==> config.mk <==
export PLATFORM = sky130hd
export DESIGN_NAME = lpp_counts
export DESIGN_NICKNAME = d
export VERILOG_FILES = /design/src/design/lpp_pkg.sv /design/src/design/lpp_counts.sv
export SDC_FILE = /design/constraint.sdc
export NUM_CORES = 1
export LEC_CHECK = 0
export ABC_AREA = 1
export BUFFER_PORTS_ARGS = -buffer_cell sky130_fd_sc_hd__buf_2
export CORE_ASPECT_RATIO = 1.1
export CORE_MARGIN = 4
export CORE_UTILIZATION = 65
export DETAILED_ROUTE_END_ITERATION = 8
export PLACE_DENSITY = 0.95
export SYNTH_ARGS = -nofsm -noshare
export SYNTH_HDL_FRONTEND = slang
export SYNTH_SLANG_ARGS = --single-unit
export TNS_END_PERCENT = 5
==> constraint.sdc <==
create_clock -name clk_i -period 2.83 [get_ports clk_i]
set_input_delay 0.1415 -clock clk_i [delete_from_list [all_inputs] [get_ports clk_i]]
set_output_delay 0.1415 -clock clk_i [all_outputs]
set_load 0.03 [all_outputs]
==> src/design/lpp_pkg.sv <==
// ----------------------------------------------------------------------------
// lpp_pkg
// Shared constants, codes and types of the lattice predator-prey update block.
// ----------------------------------------------------------------------------
package lpp_pkg;

  // lattice geometry
  localparam int WIDTH_X     = 256;
  localparam int HEIGHT_Y    = 256;
  localparam int LAYERS_Z    = 1;
  localparam int NUM_SPECIES = 3;

  localparam int CELL_TOTAL = WIDTH_X * HEIGHT_Y * LAYERS_Z;
  localparam int ADDR_W     = $clog2(CELL_TOTAL);
  localparam int CELL_W     = 2;
  localparam int CNT_W      = 17;
  localparam int SUCC_W     = $clog2(CELL_TOTAL + 1);

  // configuration register indexes
  localparam int CFG_IDX_W = 3;
  localparam int CFG_DAT_W = 48;
  localparam logic [CFG_IDX_W-1:0] CFG_MOVE_THR = 3'd0;
  localparam logic [CFG_IDX_W-1:0] CFG_PRED_THR = 3'd1;
  localparam logic [CFG_IDX_W-1:0] CFG_PREY_ONE = 3'd2;
  localparam logic [CFG_IDX_W-1:0] CFG_PREY_TWO = 3'd3;
  localparam logic [CFG_IDX_W-1:0] CFG_PREY_THR = 3'd4;

  // request kinds
  localparam logic KIND_LOAD  = 1'b0;
  localparam logic KIND_EVENT = 1'b1;

  // neighbor directions
  localparam logic [2:0] DIR_XP = 3'd0;
  localparam logic [2:0] DIR_XM = 3'd1;
  localparam logic [2:0] DIR_YP = 3'd2;
  localparam logic [2:0] DIR_YM = 3'd3;
  localparam logic [2:0] DIR_ZP = 3'd4;
  localparam logic [2:0] DIR_ZM = 3'd5;

  // event results
  localparam logic [2:0] EV_NONE   = 3'd0;
  localparam logic [2:0] EV_LOADED = 3'd1;
  localparam logic [2:0] EV_MOVED  = 3'd2;
  localparam logic [2:0] EV_PRED   = 3'd3;
  localparam logic [2:0] EV_REPRO  = 3'd4;

  // configuration register contents
  typedef struct packed {
    logic [CNT_W-1:0]     move_thr;
    logic [CNT_W-1:0]     pred_thr;
    logic [CFG_DAT_W-1:0] prey_one;
    logic [CFG_DAT_W-1:0] prey_two;
    logic [CFG_DAT_W-1:0] prey_three;
  } cfg_t;

  // population counter update
  typedef struct packed {
    logic              en;
    logic              inc_en;
    logic [CELL_W-1:0] inc_sp;
    logic              dec_en;
    logic [CELL_W-1:0] dec_sp;
    logic              success;
  } cnt_upd_t;

  typedef logic [3:0][CNT_W-1:0] cnt_arr_t;

endpackage

==> src/design/lpp_counts.sv <==
// ----------------------------------------------------------------------------
// lpp_counts
// Population counters per species and success counter with generation flag.
// ----------------------------------------------------------------------------
module lpp_counts (
  input  logic              clk_i,
  input  logic              rst_ni,
  input  lpp_pkg::cnt_upd_t upd_i,
  output lpp_pkg::cnt_arr_t cnt_o,
  output logic              gen_o
);
  import lpp_pkg::*;

  cnt_arr_t          cnt_q, cnt_d;
  logic [SUCC_W-1:0] succ_q, succ_d;
  logic [SUCC_W-1:0] succ_inc;
  logic              gen_q, gen_d;

  // per-species add and subtract
  always_comb begin
    for (int k = 0; k < 4; k++) begin
      cnt_d[k] = cnt_q[k]
               + CNT_W'(upd_i.inc_en && (upd_i.inc_sp == CELL_W'(k)))
               - CNT_W'(upd_i.dec_en && (upd_i.dec_sp == CELL_W'(k)));
    end
  end

  // success count wraps at the cell total
  assign succ_inc = succ_q + SUCC_W'(1);

  always_comb begin
    succ_d = succ_q;
    gen_d  = 1'b0;
    if (upd_i.success) begin
      if (succ_inc == SUCC_W'(CELL_TOTAL)) begin
        succ_d = '0;
        gen_d  = 1'b1;
      end else begin
        succ_d = succ_inc;
      end
    end
  end

  always_ff @(posedge clk_i or negedge rst_ni) begin
    if (!rst_ni) begin
      cnt_q  <= {{(3*CNT_W){1'b0}}, CNT_W'(CELL_TOTAL)};
      succ_q <= '0;
      gen_q  <= 1'b0;
    end else if (upd_i.en) begin
      cnt_q  <= cnt_d;
      succ_q <= succ_d;
      gen_q  <= gen_d;
    end
  end

  assign cnt_o = cnt_q;
  assign gen_o = gen_q;

`ifndef SYNTH
  // every update moves cells between classes, the total stays fixed
  a_cells_conserved: assert property (@(posedge clk_i) disable iff (!rst_ni)
    CNT_W'(cnt_q[0] + cnt_q[1] + cnt_q[2] + cnt_q[3]) == CNT_W'(CELL_TOTAL))
    else $error("population counts do not add up to the cell total");
`endif

endmodule
=== Word level (Yosys, flattened, before mapping) ===
Index checks and enable logic that the tools add are counted.

* Mux-type cells: 3
* Equality and inequality tests: 7
* Reduce and logical (&&, ||, !) cells: 11
* Add/subtract/negate cells: 9

{| class="wikitable"
|+ Operators by type and width
! operator !! count
|-
| 17-bit by 1-bit adder with 17-bit output || 4
|-
| 17-bit by 1-bit subtractor with 17-bit output || 4
|-
| 17-bit by 1-bit adder with 17-bit output (second input constant) || 1
|-
| 17-bit equality test (second input constant) || 1
|-
| 17-bit two-way mux || 1
|-
| 2-bit equality test (second input constant) || 4
|-
| 1-bit logical AND || 8
|-
| 2-bit by 1-bit equality test with 1-bit output (second input constant) || 2
|-
| 2-bit logical NOT || 2
|-
| 1-bit two-way mux || 2
|-
| 2-bit AND reduction || 1
|}

* Input port bits: 10
* Word-level logic and storage cells: 36
* Output and inout bits: 69
* Register bits after elaboration: 86

=== Longest topological paths before layout ===
Gate-level depths: netlist of run 1.

* Word-level depth: 4
* Gate-level depth with buffers: 20
* Mapped depth without buffers: 20

=== Least setup slack after synthesis of run 1 ===
OpenSTA, ideal clock, no wires.

* Path kind: input port to flip-flop
* Start point: input port upd_i[3] (netlist name)
* End point: register cnt_q (netlist bit cnt_o[29])
* Buffers on the path: 0
* Setup time: 118 ps
* Cell stages on the path: 16
* Data arrival time: 2061 ps
* Slack: 651 ps
* Data required time: 2712 ps
* Path through: inv_1 -> nor3_1 -> ha_1 -> inv_1 -> ha_1 -> inv_1 -> fa_1 -> inv_1 -> nand3_1 -> nand2_1 -> nand4_1 -> nand2_1 -> a21oi_1 -> or2_2 -> nand3_1 -> nand2_1

* Cells in the longest elaborated chain, start to end: 2

{| class="wikitable"
|+ RTL lines
! element !! line !! source
|-
| from (decl) || lpp_counts.sv:8 || <nowiki>input lpp_pkg::cnt_upd_t upd_i,</nowiki>
|-
| 1-bit logical AND || lpp_counts.sv:24 || <nowiki>- CNT_W'(upd_i.dec_en && (upd_i.dec_sp == CELL_W'(k)));</nowiki>
|-
| 17-bit by 1-bit subtractor with 17-bit output || lpp_counts.sv:24 ||
|-
| to (signal assigned) || lpp_counts.sv:46 || <nowiki>cnt_q <= {{(3*CNT_W){1'b0}}, CNT_W'(CELL_TOTAL)};</nowiki>
|-
| to (signal assigned) || lpp_counts.sv:50 || <nowiki>cnt_q <= cnt_d;</nowiki>
|-
| to (decl) || lpp_counts.sv:14 || <nowiki>cnt_arr_t cnt_q, cnt_d;</nowiki>
|}

No other way between the ends.
A chain may end at the register's enable or synchronous reset.

=== Worst setup path after layout of run 1 ===
* Start point: input port upd_i[3] (netlist name)
* End point: register cnt_q (netlist bit cnt_o[63])

The elaborated chain is that of the path after synthesis.

==> flow_metrics.tcl, run 1 <==
set metrics [dict create \
    drt_wl_total_mm 16.5 \
    worstSkewPairLatency_ns 0.35 \
    hold_ws_ns 0.359 \
    cpMaxStageDelayCell "fa_1" \
    cts_tree "built" \
    dpl.hpwl_mm 12.5 \
    postRouteAntennaNets 0 \
    ctsResizeCount 0 \
    htree_levels 3 \
    rsz0062_at_grt "false" \
    core_area_mm2 0.0106 \
    post_drt_wl_per_cell_um 13.0 \
    start_kind "primary input" \
    dr.pass1.iters 5 \
    via_per_inst 5.48 \
    synth_fp_nets 1134 \
    hold_class "primary input to asynchronous set/reset pin" \
    grt_max_degree 81 \
    synth_area_per_cell_um2 6.82 \
    reg2reg_from "cnt_o[17]" \
    crit_family "adder cells" \
    cp_num_buf_inv 4 \
    syn_area_mm2 0.00717 \
    r2r_slack_ns 0.65 \
    syn_to_final_growth_pct 11.9 \
    cp.arrival_ns 2.45 \
    synth-seq-area-share_pct 30.1 \
    cts_sinks 86 \
    worst_slack_ns 0.566 \
    critPathMaxFanout 4 \
    yosys_warnings 0 \
    crit_required_ns 3.02 \
    cap_violations 0 \
    portBuffers 78 \
    skew_ns 0.00819 \
    utilization_pct 75.7 \
    slew_headroom_pct 44.5 \
    start_util_pct 67.7 \
    drv_slew 0 \
    timing.fmax_mhz 442 \
    slowest_delay_ns 0.41 \
    fin_nets 1210 \
    crit_cells 16 \
    layout_common_cells "298 x nand2_1, 171 x inv_1, 85 x dfrtp_1, 82 x nand3_1, 77 x buf_2" \
    cp-end-kind "flip-flop" \
    critical_path_class "primary input to flip-flop" \
    die_h_um 118 \
    io_pins 79 \
    dr_total_vias 6982 \
    hold_viol_final 0 \
    r2r_cells 12 \
    cts_buffers 9 \
    final_common_cell "nand2_1" \
    cts_max_path_buffers 2 \
    syn_inst 1050 \
    grtUsageTotal_pct 26.9 \
    grt_pass1_wl_mm 28.7 \
    finalSetupTns_ns 0 \
    outcome "completed" \
    grt-ovfl-total 0 \
    finalSetupViolations 0 \
    min_period_ns 2.26 \
    yosys_register_bits 86 \
    place_ws_ns 0.259 \
    post-route-period-util_pct 80.0 \
    dieWidth_um 108 \
    drcViolationCount 0 \
    antenna_found_initial 0 \
    synth.distinct_cells 33 \
    gp_congestion 0.930 \
    r2r-end "cnt_o[29]" \
    path_clk_slew_ns 0.07 \
    fp.dieArea_mm2 0.0128 \
    path_common_cell "nand3_1" \
    drive_above_1_share_pct 11.1 \
    grt_pass1_vias 6731 \
    antennaDiodeCount 0 \
    rows 39 \
    root_buffer "clkbuf_16" \
    initialDrtViolationCount 493 \
    worstMarginPinSlew_ns 0.832 \
    worstPathCellList "buf_2, inv_1, nor3_1, ha_1, inv_1, ha_1, inv_1, fa_1, o21ai_1, nand3_1, nand3_1, nand2_1, nand3_1, nand2_1, nand3_1, o21ai_0" \
]
cell type report:
cell class / instances / area, µm²
clock inverters: 7 / 95.1
clock buffers: 9 / 225
inverters: 172 / 646
multi-input cells: 774 / 4290
well taps: 143 / 179
repair buffers: 83 / 433
flip-flops and latches: 86 / 2150
fillers: 817 / 2570
repair_timing:
item | CTS | global route
endpoints found under the hold margin | 47 | 0
hold buffers | 1 | 0
endpoints found under the setup margin | 0 | 0
buffers inserted | 0 | 0
synthesized netlist by cell type:
| library cell | instances | area, µm² |
|---|---|---|
| ha_1 | 70 | 876 |
| o22ai_1 | 16 | 100 |
| a31o_2 | 1 | 8.76 |
| a31oi_1 | 1 | 6.26 |
| buf_1 | 3 | 11.3 |
| nand2_2 | 5 | 31.3 |
| o21bai_1 | 15 | 113 |
| or2_2 | 6 | 37.5 |
| nand3_1 | 82 | 410 |
| dfstp_2 | 1 | 26.3 |
| fa_1 | 4 | 80.1 |
| xnor2_1 | 13 | 114 |
| nor2_1 | 67 | 251 |
| o21ai_0 | 69 | 345 |
| a21o_1 | 6 | 45.0 |
| xor2_1 | 12 | 105 |
| o21ai_1 | 1 | 5.00 |
| nand3b_1 | 3 | 22.5 |
| nand2_4 | 1 | 11.3 |
| clkbuf_1 | 14 | 52.6 |
| inv_1 | 172 | 646 |
| a21oi_1 | 58 | 290 |
| nand4_1 | 11 | 68.8 |
| nor3_1 | 16 | 80.1 |
| nand3_2 | 3 | 30.0 |
| clkbuf_8 | 1 | 13.8 |
| nor2_2 | 4 | 25.0 |
| nand2_1 | 298 | 1120 |
| xor2_2 | 1 | 16.3 |
| nor2_4 | 5 | 56.3 |
| dfrtp_1 | 85 | 2130 |
| a21boi_0 | 3 | 22.5 |
| and2_1 | 3 | 18.8 |
cell families after synthesis:
kind of cell | after synthesis | share of synthesized area [%]
simple gates | 504 | 30.2
xor+xnor | 26 | 3.28
buf+inv | 190 | 10.1
flops | 86 | 30.1
compound gates | 170 | 13.1
fa+ha+maj | 74 | 13.3
sequential cells by signal, indices dropped and copies added (netlist names):
name and cells:
cnt_o 68, gen_o 1, succ_q 17
metal layers:
| metal | track usage, % | part of all wire (%) |
|---|---|---|
| met1 | 33.3 | 44 |
| met2 | 46.8 | 49 |
| met3 | 3.62 | 4.6 |
| met4 | 10.9 | 2.6 |
| met5 | 0 | 0 |
worst max path at each step:
stage	from	slack (ns)	endpoint
floorplan	upd_i[3]	0.65	cnt_o[29]
global placement	upd_i[3]	0.37	cnt_o[46]
detailed placement	upd_i[3]	0.26	cnt_o[63]
CTS	upd_i[3]	0.60	cnt_o[63]
global route	upd_i[3]	0.35	cnt_o[63]
finish	upd_i[3]	0.57	cnt_o[63]
per-stage QoR:
step                      instance area [µm²]  instances
after floorplan                          7170       1050
after global placement                   7690       1257
after detailed placement                 7690       1257
after CTS                                8020       1274
after global routing                     8020       1274
final                                    8020       1274
Power of run 1 is not shown: default switching activity piles up to over one toggle a cycle in this logic, so the estimate is an artifact.
==> run 2, diff against run 1 <==
--- a/config.mk
+++ b/config.mk
@@ -5,13 +5,13 @@
 export SDC_FILE = /design/constraint.sdc
 export NUM_CORES = 1
 export LEC_CHECK = 0
-export ABC_AREA = 1
+export ABC_AREA = 0
 export BUFFER_PORTS_ARGS = -buffer_cell sky130_fd_sc_hd__buf_2
 export CORE_ASPECT_RATIO = 1.1
 export CORE_MARGIN = 4
-export CORE_UTILIZATION = 65
+export CORE_UTILIZATION = 60
 export DETAILED_ROUTE_END_ITERATION = 8
-export PLACE_DENSITY = 0.95
+export PLACE_DENSITY = 0.93
 export SYNTH_ARGS = -nofsm -noshare
 export SYNTH_HDL_FRONTEND = slang
 export SYNTH_SLANG_ARGS = --single-unit
==> constraint.sdc (replaced) <==
create_clock -name clk_i -period 2.3 [get_ports clk_i]
set_input_delay 0.115 -clock clk_i [delete_from_list [all_inputs] [get_ports clk_i]]
set_output_delay 0.115 -clock clk_i [all_outputs]
set_load 0.03 [all_outputs]
==> flow_metrics.tcl, run 2 <==
set metrics [dict create \
    synth-seq-area-share_pct 31.9 \
    crit_family "compound AO/OA/AOI/OAI gates" \
    stdcell_area_mm2 0.00857 \
    worstPathCellList "ha_2, inv_2, fa_2, nor2b_2, o31ai_2, nand2_1, a221o_1, a21o_1, buf_6, a31oi_4, xnor2_2, mux2i_1" \
    dieWidth_um 109 \
    largest_reg_flops 68 \
    worstSkewPairLatency_ns 0.35 \
    worst_slack_ns -0.331 \
    portBuffers 78 \
    ys.flop_type "dfrtp_1" \
    cp-end-kind "flip-flop" \
    synth_fp_nets 861 \
    grt_pass1_vias 6184 \
    io_pins 79 \
    synth_commonest_cells "90 x inv_1, 85 x dfrtp_1, 70 x ha_1, 67 x nand2_1" \
    r2r-end "cnt_o[63]" \
    r2r_slack_ns -0.33 \
    yosys_register_bits 86 \
    top_usage_layer "met2" \
    postRouteAntennaNets 0 \
    drt_wl_total_mm 19.3 \
    cts_sinks 86 \
    place_ws_ns -0.731 \
    synth_area_per_cell_um2 8.70 \
    antennaDiodeCount 0 \
    rows 40 \
    rsz0062_at_grt "true" \
    gp_congestion 0.874 \
    path_clk_slew_ns 0.07 \
    holdPathEnd "cnt_o[27]" \
    crit_cells 12 \
    grt_pass1_wl_mm 29.2 \
    yosysTopAreaCell "dfrtp_1" \
    hold_class "primary input to flip-flop" \
    syn_area_mm2 0.00676 \
    syn_inst 777 \
    reg2reg_from "cnt_o[51]" \
    cpMaxStageDelayCell "dfrtp_1" \
    cap_violations 0 \
    htree_levels 3 \
    drive_above_1_share_pct 28.2 \
    dr.pass1.iters 5 \
    slew_headroom_pct 58.1 \
    critPathMaxFanout 2 \
    via_per_inst 6.07 \
    worstMarginPinSlew_ns 0.624 \
    root_buffer "clkbuf_16" \
    synth.most_common_cell "inv_1" \
    post_drt_wl_per_cell_um 17.9 \
    violations "negative setup slack" \
    initialDrtViolationCount 414 \
    synth_top_area_share_pct 31.5 \
    yosys_warnings 0 \
    critical_path_class "flip-flop to flip-flop" \
    die_h_um 119 \
    start_kind "flip-flop" \
    slowest_delay_ns 0.39 \
    dr_total_vias 6540 \
    crit_required_ns 2.51 \
    grtUsageTotal_pct 27.6 \
    min_period_ns 2.63 \
    finalSetupViolations 26 \
    skew_ns 0.00751 \
    outcome "finished with violations" \
    met3_usage_pct 3.69 \
    fin_nets 1010 \
    async_reset_ff_share_pct 100 \
    met1_usage_pct 34.6 \
    timing.fmax_mhz 380 \
    cts_tree "built" \
    hold_viol_final 0 \
    grt_max_degree 47 \
    holdPathStages 2 \
    fp.dieArea_mm2 0.0130 \
    cp.arrival_ns 2.84 \
    hold_path_startpoint "upd_i[7]" \
    r2r_cells 12 \
    drv_slew 0 \
    drcViolationCount 0 \
    antenna_found_initial 0 \
    syn_to_final_growth_pct 26.7 \
    cp_num_buf_inv 2 \
    layout_common_cells "83 x inv_1, 83 x dfrtp_1, 74 x buf_2, 70 x buf_4, 67 x nand2_1" \
    synth_area_leaders "dfrtp_1 31%, ha_1 13%, inv_1 5.0%, xnor2_1 4.3%, a21oi_1 4.0%" \
    multi_input_area_mm2 0.00456 \
    hold_ws_ns 0.187 \
    seq_area_mm2 0.00216 \
    dpl.hpwl_mm 12.2 \
    grt-ovfl-total 0 \
    synth-edff-count 0 \
    cts_buffers 9 \
    gr-usage-met2_pct 47.8 \
    place_area_mm2 0.00783 \
    fillers 670 \
    core_area_mm2 0.0110 \
    synth.distinct_cells 71 \
    cts_max_path_buffers 2 \
    post-route-period-util_pct 114 \
    start_util_pct 61.7 \
]
[run 2: cell type report]
type                       count  share of cell area, %
inverter                      90                   3.97
timing repair buffer         155                   12.0
clock inverter                 4                  0.526
sequential                    86                   25.2
tap                          147                   2.15
multi-input combinational    584                   53.2
clock buffer                  12                   2.99
[run 2: cells by family (layout without fill, tap and decap cells)]
kind of cell	count (synthesis)	count (layout)	synth area share [%]
simple gates	205	205	15.4
flops	86	86	31.9
fa+ha+maj	74	74	14.1
compound gates	220	220	21.0
buf+inv	107	261	5.98
xor+xnor	61	61	7.90
mux	24	24	3.74
[run 2: what timing repair did]
| action | 4_1_cts | 5_1_grt |
|---|---|---|
| hold buffers | 1 | 0 |
| pin swaps | 25 | 40 |
| resized for setup | 31 | 67 |
| endpoints found under the setup margin | 32 | 42 |
| hold endpoints to repair | 39 | 0 |
| setup buffers | 2 | 6 |
[run 2: worst register-to-register path: stages, from the launching register on]
cell and delay (ns):
dfrtp_1 0.39, ha_2 0.20, inv_2 0.06, fa_2 0.23, nor2b_2 0.07, o31ai_2 0.26, nand2_1 0.16, a221o_1 0.35
a21o_1 0.20, buf_6 0.13, a31oi_4 0.20, xnor2_2 0.15, mux2i_1 0.10
[run 2: per-stage QoR]
stage / utilization, % / TNS (ns) / std cells
6_report: 78.2 / -3.92 / 1078
4_1_cts: 75.3 / -3.87 / 1072
5_1_grt: 78.2 / -7.17 / 1078
2_1_floorplan: - / -3.44 / 777
3_5_place_dp: 71.4 / -16.65 / 1053
3_3_place_gp: 71.4 / -13.12 / 1053
[run 2: layer usage]
layer / vias up / routed length, µm
met5: - / 0
met4: 0 / 594
met3: 59 / 976
met2: 254 / 10000
met1: 3186 / 7770
li1: 3041 / -
[run 2: how the worst max path moves through the flow]
stage	from	to	slack, ns
floorplan	upd_i[4]	cnt_o[12]	-0.38
global placement	upd_i[4]	cnt_o[12]	-0.60
detailed placement	upd_i[2]	cnt_o[14]	-0.73
CTS	upd_i[5]	cnt_o[16]	-0.24
global route	upd_i[4]	cnt_o[50]	-0.39
finish	cnt_o[51]	cnt_o[63]	-0.33
Power of run 2 is left out for the same reason.
