## config.mk

```make
export PLATFORM = sky130hd
export DESIGN_NAME = lpp_cfg_regs
export DESIGN_NICKNAME = d
export VERILOG_FILES = /design/src/design/lpp_pkg.sv /design/src/design/lpp_cfg_regs.sv
export SDC_FILE = /design/constraint.sdc
export NUM_CORES = 1
export LEC_CHECK = 0
export ABC_AREA = 1
export BUFFER_PORTS_ARGS = -buffer_cell sky130_fd_sc_hd__clkbuf_2
export CAP_MARGIN = 40
export CORE_MARGIN = 2
export CORE_UTILIZATION = 54
export CTS_CLUSTER_DIAMETER = 40
export CTS_CLUSTER_SIZE = 20
export DETAILED_ROUTE_END_ITERATION = 7
export PLACE_DENSITY = 0.85
export SLEW_MARGIN = 20
export SYNTH_ARGS = -nofsm -noshare
export SYNTH_HDL_FRONTEND = slang
export SYNTH_SLANG_ARGS = --single-unit
```

## constraint.sdc

```tcl
create_clock -name clk_i -period 0.8 [get_ports clk_i]
set_input_delay 0.16 -clock clk_i [delete_from_list [all_inputs] [get_ports clk_i]]
set_output_delay 0.16 -clock clk_i [all_outputs]
set_load 0.05 [all_outputs]
```

## src/design/lpp_pkg.sv

```systemverilog
// ----------------------------------------------------------------------------
// lpp_pkg
// Shared constants, codes and types of the lattice predator-prey update block.
// ----------------------------------------------------------------------------
package lpp_pkg;

  // lattice geometry
  localparam int WIDTH_X     = 256;
  localparam int HEIGHT_Y    = 256;
  localparam int LAYERS_Z    = 1;
  localparam int NUM_SPECIES = 3;

  localparam int CELL_TOTAL = WIDTH_X * HEIGHT_Y * LAYERS_Z;
  localparam int ADDR_W     = $clog2(CELL_TOTAL);
  localparam int CELL_W     = 2;
  localparam int CNT_W      = 17;
  localparam int SUCC_W     = $clog2(CELL_TOTAL + 1);

  // configuration register indexes
  localparam int CFG_IDX_W = 3;
  localparam int CFG_DAT_W = 48;
  localparam logic [CFG_IDX_W-1:0] CFG_MOVE_THR = 3'd0;
  localparam logic [CFG_IDX_W-1:0] CFG_PRED_THR = 3'd1;
  localparam logic [CFG_IDX_W-1:0] CFG_PREY_ONE = 3'd2;
  localparam logic [CFG_IDX_W-1:0] CFG_PREY_TWO = 3'd3;
  localparam logic [CFG_IDX_W-1:0] CFG_PREY_THR = 3'd4;

  // request kinds
  localparam logic KIND_LOAD  = 1'b0;
  localparam logic KIND_EVENT = 1'b1;

  // neighbor directions
  localparam logic [2:0] DIR_XP = 3'd0;
  localparam logic [2:0] DIR_XM = 3'd1;
  localparam logic [2:0] DIR_YP = 3'd2;
  localparam logic [2:0] DIR_YM = 3'd3;
  localparam logic [2:0] DIR_ZP = 3'd4;
  localparam logic [2:0] DIR_ZM = 3'd5;

  // event results
  localparam logic [2:0] EV_NONE   = 3'd0;
  localparam logic [2:0] EV_LOADED = 3'd1;
  localparam logic [2:0] EV_MOVED  = 3'd2;
  localparam logic [2:0] EV_PRED   = 3'd3;
  localparam logic [2:0] EV_REPRO  = 3'd4;

  // configuration register contents
  typedef struct packed {
    logic [CNT_W-1:0]     move_thr;
    logic [CNT_W-1:0]     pred_thr;
    logic [CFG_DAT_W-1:0] prey_one;
    logic [CFG_DAT_W-1:0] prey_two;
    logic [CFG_DAT_W-1:0] prey_three;
  } cfg_t;

  // population counter update
  typedef struct packed {
    logic              en;
    logic              inc_en;
    logic [CELL_W-1:0] inc_sp;
    logic              dec_en;
    logic [CELL_W-1:0] dec_sp;
    logic              success;
  } cnt_upd_t;

  typedef logic [3:0][CNT_W-1:0] cnt_arr_t;

endpackage

```

## src/design/lpp_cfg_regs.sv

```systemverilog
// ----------------------------------------------------------------------------
// lpp_cfg_regs
// Configuration register file: thresholds and predation probability rows.
// ----------------------------------------------------------------------------
module lpp_cfg_regs (
  input  logic                          clk_i,
  input  logic                          rst_ni,
  input  logic                          cfg_valid_i,
  output logic                          cfg_ready_o,
  input  logic [lpp_pkg::CFG_IDX_W-1:0] cfg_index_i,
  input  logic [lpp_pkg::CFG_DAT_W-1:0] cfg_data_i,
  output lpp_pkg::cfg_t                 cfg_o
);
  import lpp_pkg::*;

  cfg_t cfg_q;

  assign cfg_ready_o = 1'b1;
  assign cfg_o       = cfg_q;

  // register writes, unknown indexes ignored
  always_ff @(posedge clk_i or negedge rst_ni) begin
    if (!rst_ni) begin
      cfg_q <= '0;
    end else if (cfg_valid_i && cfg_ready_o) begin
      case (cfg_index_i)
        CFG_MOVE_THR: cfg_q.move_thr   <= cfg_data_i[CNT_W-1:0];
        CFG_PRED_THR: cfg_q.pred_thr   <= cfg_data_i[CNT_W-1:0];
        CFG_PREY_ONE: cfg_q.prey_one   <= cfg_data_i;
        CFG_PREY_TWO: cfg_q.prey_two   <= cfg_data_i;
        CFG_PREY_THR: cfg_q.prey_three <= cfg_data_i;
        default: ;
      endcase
    end
  end

endmodule

```

==> run summary, run 1 <==
Run status = stopped before the end
Failed at = global routing (5_1_grt)
Error = [ERROR DPL-0038] Utilization greater than 100%, impossible to legalize
Worst EP kind = output port
Buffers added on ports = 231
Ys Warns = 0
Post-Syn Area per Cell = 8.957 µm²
CTS root buf = clkbuf_16
Placer Congestion = 0.8106
DPL Wire Length = 14.12 mm
Post-synth EDFFs = 0
Worst_ep grt = cfg_o[175]
Most instantiated cells after synthesis = nand2_1 (411), dfrtp_1 (178), nand3_1 (130)
Count of cell types in the netlist = 15
IO Pins = 233
Cell Area, Synth = 7004 µm²
Placed Area = 8885 µm²
CTS Buf Count = 17
Ys flop type = dfrtp_1
CTS H-tree lvls = 4
Syn_nets = 836
Seq cells post-synth = 178
Pre-CTS setup slack = -0.4311 ns
DIE HEIGHT = 117.9 µm
Sequential fraction of the synthesis area = 0.6359
Top cell type's share of synthesized area = 0.6359
Yosys top cell by area = dfrtp_1
Top post-synthesis cells by area = dfrtp_1 (64%), nand2_1 (22%), nand3_1 (9.3%)
# clock sinks = 178
Synth Instances = 782
Max Buffers Root-to-Sink = 2
Chip width = 117.9 µm
Rows = 41
Synth async-reset ratio = 1.000
Top-count cell post-synth = nand2_1
Largest net degree at the start of global routing = 42
Initial Util = 0.5550
-- kinds of logic after synthesis --
logic type             synth area share
AND/OR/NAND/NOR                  0.3185
flip-flops                       0.6359
buffers and inverters           0.04502
other                         0.0005354
-- what timing repair did --
action | 4_1_cts
resized for setup | 335
hold buffers | 29
pin swaps | 1
endpoints found under the hold margin | 229
buffers inserted | 46
endpoints found under the setup margin | 180
-- metrics by stage --
step / std cells / TNS [ns] / hold slack, ns
4_1_cts: 1280 / -66.79 / 0.001457
3_5_place_dp: 1173 / -59.57 / 0.07436
3_3_place_gp: 1173 / -55.62 / 0.07486
2_1_floorplan: 782 / -6.429 / -0.1356
==> run 2: changes to the inputs <==
Settings changed: CORE_UTILIZATION 54 to 40, CTS_CLUSTER_DIAMETER 40 to default, CTS_CLUSTER_SIZE 20 to default, PLACE_DENSITY 0.85 to default, PLACE_DENSITY_LB_ADDON from default to 0.15.
==> run summary, run 2 <==
Max FFs per register = 178
Switch Pwr = 13.99 mW
Slew Viols, Final = 0
Worst setup margin = -0.3710 ns
Detail Route Antenna Nets = 0
Peak VDD IR = 1.744 mV
Max Buffers Root-to-Sink = 2 (unchanged)
Comb pwr share = 0.421
DRC = 0
Worst-path cell chain = buf_8
Pre-Repair DR Iteration Count = 6
DIE HEIGHT = 136.3 µm (+16%)
WP depth = 1
Initial Util = 0.4064 (-0.1487)
P_leak = 6.140 nW
Rows = 48 (+17%)
IO Pins = 233 (unchanged)
Finished Core Util = 0.6901
Run status = finished, violations left
Via/cell ratio = 4.995
WP buf/inv = 1
Remaining global-route overflow = 0
Overall Power = 35.97 mW
Global Route Usage Sum = 0.2463
Clock Pin Slew Worst Setup and Hold Paths = 0.07 ns
CP Launch Type = flop
Synth Area in Adders = 0 (unchanged)
# Max-Cap Violations = 0
Routed wl met2 = 11.60 mm
# clock sinks = 178 (unchanged)
Synth Instances = 782 (unchanged)
CTS root buf = clkbuf_16
Wirelength per Cell = 17.39 µm
Ys flop type = dfrtp_1
Ys Warns = 0 (unchanged)
Xor-xnor portion of the synthesized cell area = 0 (unchanged)
Multiplexer share of the synthesized area = 0 (unchanged)
Antenna violations before repair = 0
Final WL = 23.11 mm
Worst r2r path cells = 4
Clk pwr share = 0.230
Cell-internal power = 21.98 mW
Yosys top cell by area = dfrtp_1
Peak Freq = 0.8540 GHz
Unrepaired setup endpoints after global routing = yes
Seq cells post-synth = 178 (unchanged)
Setup violations, final = 182
Endpoint class of the critical path = output port
CTS H-tree lvls = 4 (unchanged)
Post-layout net count = 1144
Count of cell types in the netlist = 15 (unchanged)
Sw Ratio = 0.3890
Die area = 18580 µm²
WL met3 = 1.972 mm
Buffers added on ports = 231 (unchanged)
Post-layout min period = 1.171 ns
CTS Buf Count = 17 (unchanged)
Crit path largest cell delay = 0.42 ns
Skew final = 0 ns
Post-Syn Area per Cell = 8.957 µm² (unchanged)
Placed Area = 9004 µm² (+1.3%)
CP Max Fanout = 2
Slowest CP cell = dfrtp_1
Fin cells = 1329
Cell Area, Synth = 7004 µm² (unchanged)
Synth Area in Compound Gates = 0 (unchanged)
Top post-synthesis cells by area = dfrtp_1 (64%), nand2_1 (22%), nand3_1 (9.3%)
TritonCTS clock tree = built
Crit path max-delay family = flip-flops
Post-synth EDFFs = 0 (unchanged)
DP Cell Count = 1215 (+3.6%)
Synth async-reset ratio = 1.000 (unchanged)
Flop pwr share = 0.349
Syn_nets = 836 (unchanged)
CP arrival = 1.01 ns
Area Overhead vs Synth = 69.83%
Commonest cells after routing, fill and taps aside = nand2_1 (398), buf_8 (156), nand3_1 (130), dfrtp_1 (100), dfrtp_2 (78)
DR top layer = met4
WS Path Type = reg2out
Largest net degree at the start of global routing = 40
Number of hold violations in the final report = 0
Clk_lat worst skew = 0.41 ns
Worst R2R Setup Slack = -0.09 ns
Final worst path period share = 1.464
Commonest non-fill, non-tap cell in the layout = nand2_1
Sequential fraction of the synthesis area = 0.6359 (unchanged)
Final Cell Area = 11900 µm²
Most instantiated cells after synthesis = nand2_1 (411), dfrtp_1 (178), nand3_1 (130)
Core area = 17240 µm²
Met1 wire length = 8.994 mm
Worst Hold Depth = 3
Layout cells sized above 1 = 0.3980
Crit path required time = 0.64 ns
Top cell type's share of synthesized area = 0.6359 (unchanged)
Power per cell area = 3024 nW/µm²
Pre-CTS setup slack = -0.4052 ns (+0.02587 ns)
Placer Congestion = 0.7772 (-4.1%)
Global-route wire length before repair = 34.83 mm
Main combinational cell family by area after synthesis = simple AND/OR/NAND/NOR gates
Top-count cell post-synth = nand2_1
Worst hold path type = in2reg
Chip width = 136.3 µm (+16%)
Vias in the first global route = 6311
DPL Wire Length = 14.04 mm (-0.55%)
Failing checks = setup timing
Via Count = 6639
Synth Area in Simple Gates = 0.3185 (unchanged)
Iteration-0 DRC Markers = 371
run 2: cell counts after synthesis:
Identical to the previous run, type by type.
run 2: per-layer routing:
metal / up-vias / GRT usage
li1: 3067 / -
met1: 3236 / 0.3225
met2: 299 / 0.3970
met3: 37 / 0.06488
met4: 0 / 0.08565
met5: - / 0
run 2: timing repair:
item                                   4_1_cts  5_1_grt
hold buffers                                31        0
pin swaps                                    0        5
setup buffers                               31       21
gates resized for setup                    312      174
endpoints found under the hold margin      247        0
setup endpoints to repair                  178      205
run 2: through the flow:
stage	TNS (ns)	hold slack, ns
floorplan	-6.429	-0.1356
global placement	-56.94	0.009651
detailed placement	-59.77	0.009525
CTS	-66.99	0.0004087
global route	-68.18	0.02337
finish	-62.56	0.02959
run 2: power groups by stage:
| stage | Clock, mW | Combinational (mW) | Sequential [mW] |
|---|---|---|---|
| after floorplan | 0 | 1.63 | 17.9 |
| after global placement | 0 | 11.1 | 12.0 |
| after detailed placement | 0 | 11.2 | 12.0 |
| after CTS | 8.44 | 14.1 | 12.1 |
| after global routing | 8.81 | 15.8 | 12.7 |
| final | 8.26 | 15.2 | 12.6 |
run 2: area by class of cell:
cell class | instances | area (µm²)
Antenna cell | 1 | 2.502
Clock buffer | 20 | 456.7
Clock inverter | 12 | 130.1
Fill cell | 1280 | 5341
Inverter | 6 | 30.03
Multi-Input combinational cell | 548 | 2302
Sequential cell | 178 | 4552
Tap cell | 225 | 281.5
Timing Repair Buffer | 339 | 4140
run 2: cells by family after synthesis:
family / count (synthesis)
buf+inv: 56
flops: 178
other cells: 1
simple gates: 547
run 2: worst paths after layout:
check                                    from    endpoint
max in group asynchronous              rst_ni   cfg_o[26]
worst min-delay path            cfg_data_i[3]   cfg_o[51]
worst max register to register      cfg_o[80]   cfg_o[80]
worst min register to register       cfg_o[1]    cfg_o[1]
worst max-delay path               cfg_o[153]  cfg_o[153]
min in group asynchronous              rst_ni   cfg_o[87]
Power figures use the tool's default switching activity.
==> run 3: changes to the inputs <==
Settings changed: ABC_AREA 1 to default.
==> run summary, run 3 <==
CTS root buf = clkbuf_16
CP Launch Type = flop
Wirelength per Cell = 23.02 µm (+32%)
Failing checks = setup timing
Most instantiated cells after synthesis = dfrtp_1 (178), mux2_2 (139), mux2_4 (25)
Worst setup margin = -0.4067 ns (-0.03567 ns)
Unrepaired setup endpoints after global routing = yes
# Max-Cap Violations = 0 (unchanged)
Pre-Repair DR Iteration Count = 4 (-2)
Rows = 47 (-2.1%)
Via Count = 5021 (-24%)
Max Buffers Root-to-Sink = 2 (unchanged)
Detail Route Antenna Nets = 0 (unchanged)
P_leak = 6.420 nW (+4.6%)
Post-layout net count = 854 (-25%)
Commonest non-fill, non-tap cell in the layout = mux2_4
Peak Freq = 0.8287 GHz (-3.0%)
Chip width = 134.3 µm (-1.5%)
Yosys top cell by area = dfrtp_1
Ys flop type = dfrtp_1
Post-synth EDFFs = 0 (unchanged)
Max FFs per register = 178 (unchanged)
Power per cell area = 3122 nW/µm² (+3.2%)
Slowest CP cell = dfrtp_1
Layout cells sized above 1 = 0.7811 (+0.3831)
Slew Viols, Final = 0 (unchanged)
Cell-internal power = 25.90 mW (+18%)
WP buf/inv = 1 (unchanged)
CP Max Fanout = 2 (unchanged)
Worst-path cell chain = buf_8
IO Pins = 233 (unchanged)
Syn_nets = 435 (-48%)
Cell Area, Synth = 6789 µm² (-3.1%)
Sequential fraction of the synthesis area = 0.6561 (+0.02016)
Iteration-0 DRC Markers = 180 (-51%)
Skew final = 0 ns (unchanged)
Antenna violations before repair = 0 (unchanged)
Placer Congestion = 0.7521 (-3.2%)
Switch Pwr = 15.85 mW (+13%)
Count of cell types in the netlist = 12 (-3)
Crit path largest cell delay = 0.43 ns (about the same)
Commonest cells after routing, fill and taps aside = mux2_4 (164), buf_8 (158), dfrtp_1 (146), buf_6 (67), buf_4 (56)
Top cell type's share of synthesized area = 0.6561 (+0.02016)
Sw Ratio = 0.3797 (-0.009355)
Endpoint class of the critical path = output port
Final WL = 23.78 mm (+2.9%)
Filler cells = 820 (-36%)
Top-count cell post-synth = dfrtp_1
Finished Core Util = 0.8065 (+0.1164)
Global Route Usage Sum = 0.2538 (+0.007486)
Fin cells = 1033 (-22%)
Crit path required time = 0.64 ns (about the same)
Ys Warns = 0 (unchanged)
Initial Util = 0.4094 (+0.003027)
DPL Wire Length = 12.21 mm (-13%)
DIE HEIGHT = 134.3 µm (-1.5%)
CP arrival = 1.05 ns (+0.04 ns)
Buffers added on ports = 231 (unchanged)
Core area = 16580 µm² (-3.8%)
Peak VDD IR = 2.090 mV (+20%)
Setup TNS = -95.51 ns (-32.96 ns)
Area Overhead vs Synth = 97.00%
Setup violations, final = 356 (+96%)
Clock Pin Slew Worst Setup and Hold Paths = 0.07 ns (about the same)
Worst hold path type = in2reg
Synth async-reset ratio = 1.000 (unchanged)
Crit path max-delay family = flip-flops
Top post-synthesis cells by area = dfrtp_1 (66%), mux2_2 (23%), mux2_4 (5.5%)
Global-route wire length before repair = 34.02 mm (-2.3%)
Final worst path period share = 1.508 (+0.04458)
Clk_lat worst skew = 0.42 ns (about the same)
# clock sinks = 178 (unchanged)
Seq cells post-synth = 178 (unchanged)
DRC = 0 (unchanged)
Run status = finished, violations left
Via/cell ratio = 4.861 (-2.7%)
Post-layout min period = 1.207 ns (+0.03567 ns)
Comb pwr share = 0.482 (+0.061)
WS Path Type = reg2out
Die area = 18030 µm² (-3.0%)
CTS H-tree lvls = 4 (unchanged)
CTS Buf Count = 17 (unchanged)
Clk pwr share = 0.201 (-0.029)
Synth Instances = 381 (-51%)
Post-Syn Area per Cell = 17.82 µm² (+99%)
Vias in the first global route = 5631 (-11%)
Remaining global-route overflow = 0 (unchanged)
Largest net degree at the start of global routing = 44 (+10%)
Number of hold violations in the final report = 0 (unchanged)
Antenna diodes = 0 (-1)
TritonCTS clock tree = built
DP Cell Count = 841 (-31%)
Flop pwr share = 0.317 (-0.032)
run 3: final timing paths:
| check | start | to | slack (ns) | cells past startpoint |
|---|---|---|---|---|
| max | cfg_o[114] | cfg_o[114] | -0.41 | 1 |
| min | cfg_data_i[19] | cfg_o[115] | 0.01 | 2 |
| max reg2reg | cfg_o[137] | cfg_o[137] | -0.29 | 3 |
| min reg2reg | cfg_o[54] | cfg_o[54] | 0.54 | 1 |
| max in group asynchronous | rst_ni | cfg_o[70] | 0.11 | 3 |
| min in group asynchronous | rst_ni | cfg_o[35] | 0.14 | 2 |
run 3: final cells by class:
type	instances	area [µm²]	share of cell area
Tap cell	220	275.3	0.02058
Timing Repair Buffer	419	5320	0.3978
Multi-Input combinational cell	184	2705	0.2023
Sequential cell	178	4494	0.3360
Clock inverter	12	132.6	0.009917
Clock buffer	20	446.7	0.03340
run 3: cell families (layout without fill, tap and decap cells):
| family | count (synthesis) | after routing | synth area share |
|---|---|---|---|
| buf+inv | 19 | 451 | 0.02396 |
| flops | 178 | 178 | 0.6561 |
| mux | 178 | 178 | 0.3091 |
| other cells | 1 | 1 | 0.0005524 |
| simple gates | 5 | 5 | 0.01032 |
run 3: power by group through the flow:
stage,clock [mW],sequential [mW],combinational (mW)
after CTS,8.43,12.6,18.2
after detailed placement,0,12.5,13.8
after global routing,8.90,13.4,20.7
after global placement,0,12.4,13.7
final,8.38,13.3,20.1
after floorplan,0,19.3,2.69
run 3: per-layer routing:
layer / global-route usage / share of wire / vias up
met5: 0 / 0 / -
met4: 0.09649 / 0.025 / 0
met3: 0.07067 / 0.058 / 36
met2: 0.4419 / 0.53 / 186
met1: 0.2989 / 0.39 / 2613
li1: - / - / 2186
run 3: timing repair:
| action | 4_1_cts | 5_1_grt |
|---|---|---|
| setup buffers | 95 | 67 |
| endpoints found under the hold margin | 238 | 2 |
| resized for setup | 371 | 268 |
| gates cloned | 14 | 1 |
| hold buffers | 26 | 2 |
| setup endpoints to repair | 355 | 356 |
| pin swaps | 3 | 3 |
run 3: metrics by stage:
stage | total power, mW | hold WS (ns) | worst slack (ns) | area, µm²
floorplan | 21.98 | -0.1356 | -0.4782 | 7271
global placement | 26.13 | 0.02779 | -0.6163 | 9200
detailed placement | 26.33 | 0.02495 | -0.6362 | 9200
CTS | 39.20 | 0.0005465 | -0.4038 | 12750
global route | 43.06 | 0.01182 | -0.4254 | 13370
finish | 41.75 | 0.01154 | -0.4067 | 13370
==> run 4: changes to the inputs <==
Settings changed: CELL_PAD_IN_SITES_DETAIL_PLACEMENT from default to 0, CELL_PAD_IN_SITES_GLOBAL_PLACEMENT from default to 1.
==> run summary, run 4 (synthesis results as in run 3) <==
Run status = finished, violations left
Failing checks = setup timing
Pre-Repair DR Iteration Count = 4 (unchanged)
Critical R2R Launch = cfg_o[149]
Clock Pin Slew Worst Setup and Hold Paths = 0.07 ns (about the same)
CTS Buf Count = 17 (unchanged)
Skew final = 0 ns (unchanged)
Crit path required time = 0.64 ns (about the same)
Endpoint class of the critical path = output port
Slowest CP cell = dfrtp_1
Switch Pwr = 15.65 mW (-1.3%)
Core area = 16580 µm² (unchanged)
FF+latch area = 4494 µm² (unchanged)
Post-layout net count = 837 (-2.0%)
Via Count = 4875 (-2.9%)
Iteration-0 DRC Markers = 149 (-17%)
Final WL = 22.93 mm (-3.6%)
Top Usage Layer GRT = met2
Grt met3 use = 0.06387 (-0.006803)
Setup TNS = -86.97 ns (+8.548 ns)
Rows = 47 (unchanged)
Remaining global-route overflow = 0 (unchanged)
Peak Freq = 0.8396 GHz (+1.3%)
Power per cell area = 3131 nW/µm² (+0.29%)
WS Path Type = reg2out
Hold path start = cfg_data_i[22]
CTS H-tree lvls = 4 (unchanged)
Slew Viols, Final = 0 (unchanged)
Buffers added on ports = 231 (unchanged)
Worst R2R Setup Slack = -0.24 ns (+0.05 ns)
Die area = 18030 µm² (unchanged)
Post-layout min period = 1.191 ns (-0.01565 ns)
DRC = 0 (unchanged)
CP arrival = 1.03 ns (-0.02 ns)
Global Route Usage Sum = 0.2405 (-0.01331)
Number of hold violations in the final report = 0 (unchanged)
Area used by multi-input combinational logic = 2634 µm² (-2.6%)
GR Util met2 = 0.4093 (-0.03260)
Worst Hold Endpoint = cfg_o[118]
Commonest non-fill, non-tap cell in the layout = buf_8
# clock sinks = 178 (unchanged)
Cell-internal power = 25.82 mW (-0.31%)
Worst setup margin = -0.3910 ns (+0.01565 ns)
Comb pwr share = 0.477 (-0.005)
Initial Util = 0.4094 (unchanged)
CP Max Fanout = 2 (unchanged)
Worst r2r path cells = 3 (unchanged)
Clk pwr share = 0.205 (+0.004)
Wirelength per Cell = 22.57 µm (-2.0%)
CP Launch Type = flop
Max FFs per register = 178 (unchanged)
DIE HEIGHT = 134.3 µm (unchanged)
Filler cells = 870 (+6.1%)
# Max-Cap Violations = 0 (unchanged)
WP buf/inv = 1 (unchanged)
P_leak = 6.290 nW (-2.0%)
Final worst path period share = 1.489 (-0.01956)
Peak VDD IR = 1.794 mV (-14%)
Flop pwr share = 0.318 (about the same)
Area Overhead vs Synth = 95.10%
Placer Congestion = 0.7520 (about the same)
Largest net degree at the start of global routing = 48 (+9.1%)
Vias in the first global route = 5265 (-6.5%)
Chip width = 134.3 µm (unchanged)
CTS root buf = clkbuf_16
DPL Wire Length = 11.28 mm (-7.5%)
Finished Core Util = 0.7987 (-0.007772)
Antenna violations before repair = 0 (unchanged)
Setup violations, final = 356 (unchanged)
GR Layer Usage met1 = 0.3039 (+0.004945)
Clk_lat worst skew = 0.42 ns (about the same)
IO Pins = 233 (unchanged)
Detail Route Antenna Nets = 0 (unchanged)
Via/cell ratio = 4.798 (-1.3%)
RR Endpoint = cfg_o[149]
Worst-path cell chain = buf_8
Worst Hold Depth = 2 (unchanged)
Global-route wire length before repair = 32.45 mm (-4.6%)
Worst hold path type = in2reg
Commonest cells after routing, fill and taps aside = buf_8 (161), dfrtp_1 (146), mux2_4 (145), buf_4 (57)
Sw Ratio = 0.3774 (-0.002302)
Layout cells sized above 1 = 0.7789 (-0.002163)
TritonCTS clock tree = built
Max Buffers Root-to-Sink = 2 (unchanged)
Antenna diodes = 0 (unchanged)
Unrepaired setup endpoints after global routing = yes
Crit path largest cell delay = 0.43 ns (about the same)
Crit path max-delay family = flip-flops
run 4: power by group through the flow:
stage                     clock [mW]  combinational [mW]  sequential [mW]
final                           8.52                19.8             13.2
after detailed placement           0                13.7             12.5
after floorplan                    0                2.69             19.3
after global routing            9.08                20.4             13.4
after global placement             0                13.6             12.4
after CTS                       8.58                18.0             12.6
run 4: layout make-up:
class	count	area share
clock buffers	21	0.03552
clock inverters	11	0.009541
multi-input cells	184	0.1988
well taps	220	0.02078
repair buffers	402	0.3960
flip-flops and latches	178	0.3393
run 4: worst max-delay path by stage:
stage               cells past startpoint      startpoint    endpoint  slack [ns]
global route                            1      cfg_o[137]  cfg_o[137]       -0.41
CTS                                     1       cfg_o[44]   cfg_o[44]       -0.40
floorplan                               3  cfg_index_i[0]  cfg_o[161]       -0.48
finish                                  1       cfg_o[47]   cfg_o[47]       -0.39
global placement                        4  cfg_index_i[1]   cfg_o[42]       -0.61
detailed placement                      4  cfg_index_i[1]   cfg_o[30]       -0.63
run 4: what timing repair did:
action / 4_1_cts / 5_1_grt
resized for setup: 367 / 211
cloned: 15 / 3
buffers inserted: 76 / 62
endpoints found under the hold margin: 240 / 0
pin swaps: 4 / 4
hold buffers: 27 / 0
endpoints found under the setup margin: 344 / 356
run 4: metrics by stage:
step	power, mW	area (µm²)	worst slack, ns	cells	hold slack [ns]
final	41.47	13250	-0.3910	1016	0.01478
after global routing	42.83	13250	-0.4146	1016	0.01136
after CTS	39.12	12550	-0.3980	980	0.00001504
after detailed placement	26.17	9095	-0.6282	831	0.002077
after global placement	26.02	9095	-0.6140	831	0.001369
after floorplan	21.98	7271	-0.4782	381	-0.1356
run 4: routing by layer:
layer / vias up / wire [µm] / part of all wire
met5: - / 0 / 0
met4: 0 / 370 / 0.016
met3: 27 / 1252 / 0.055
met2: 167 / 11890 / 0.52
met1: 2519 / 9409 / 0.41
li1: 2162 / - / -
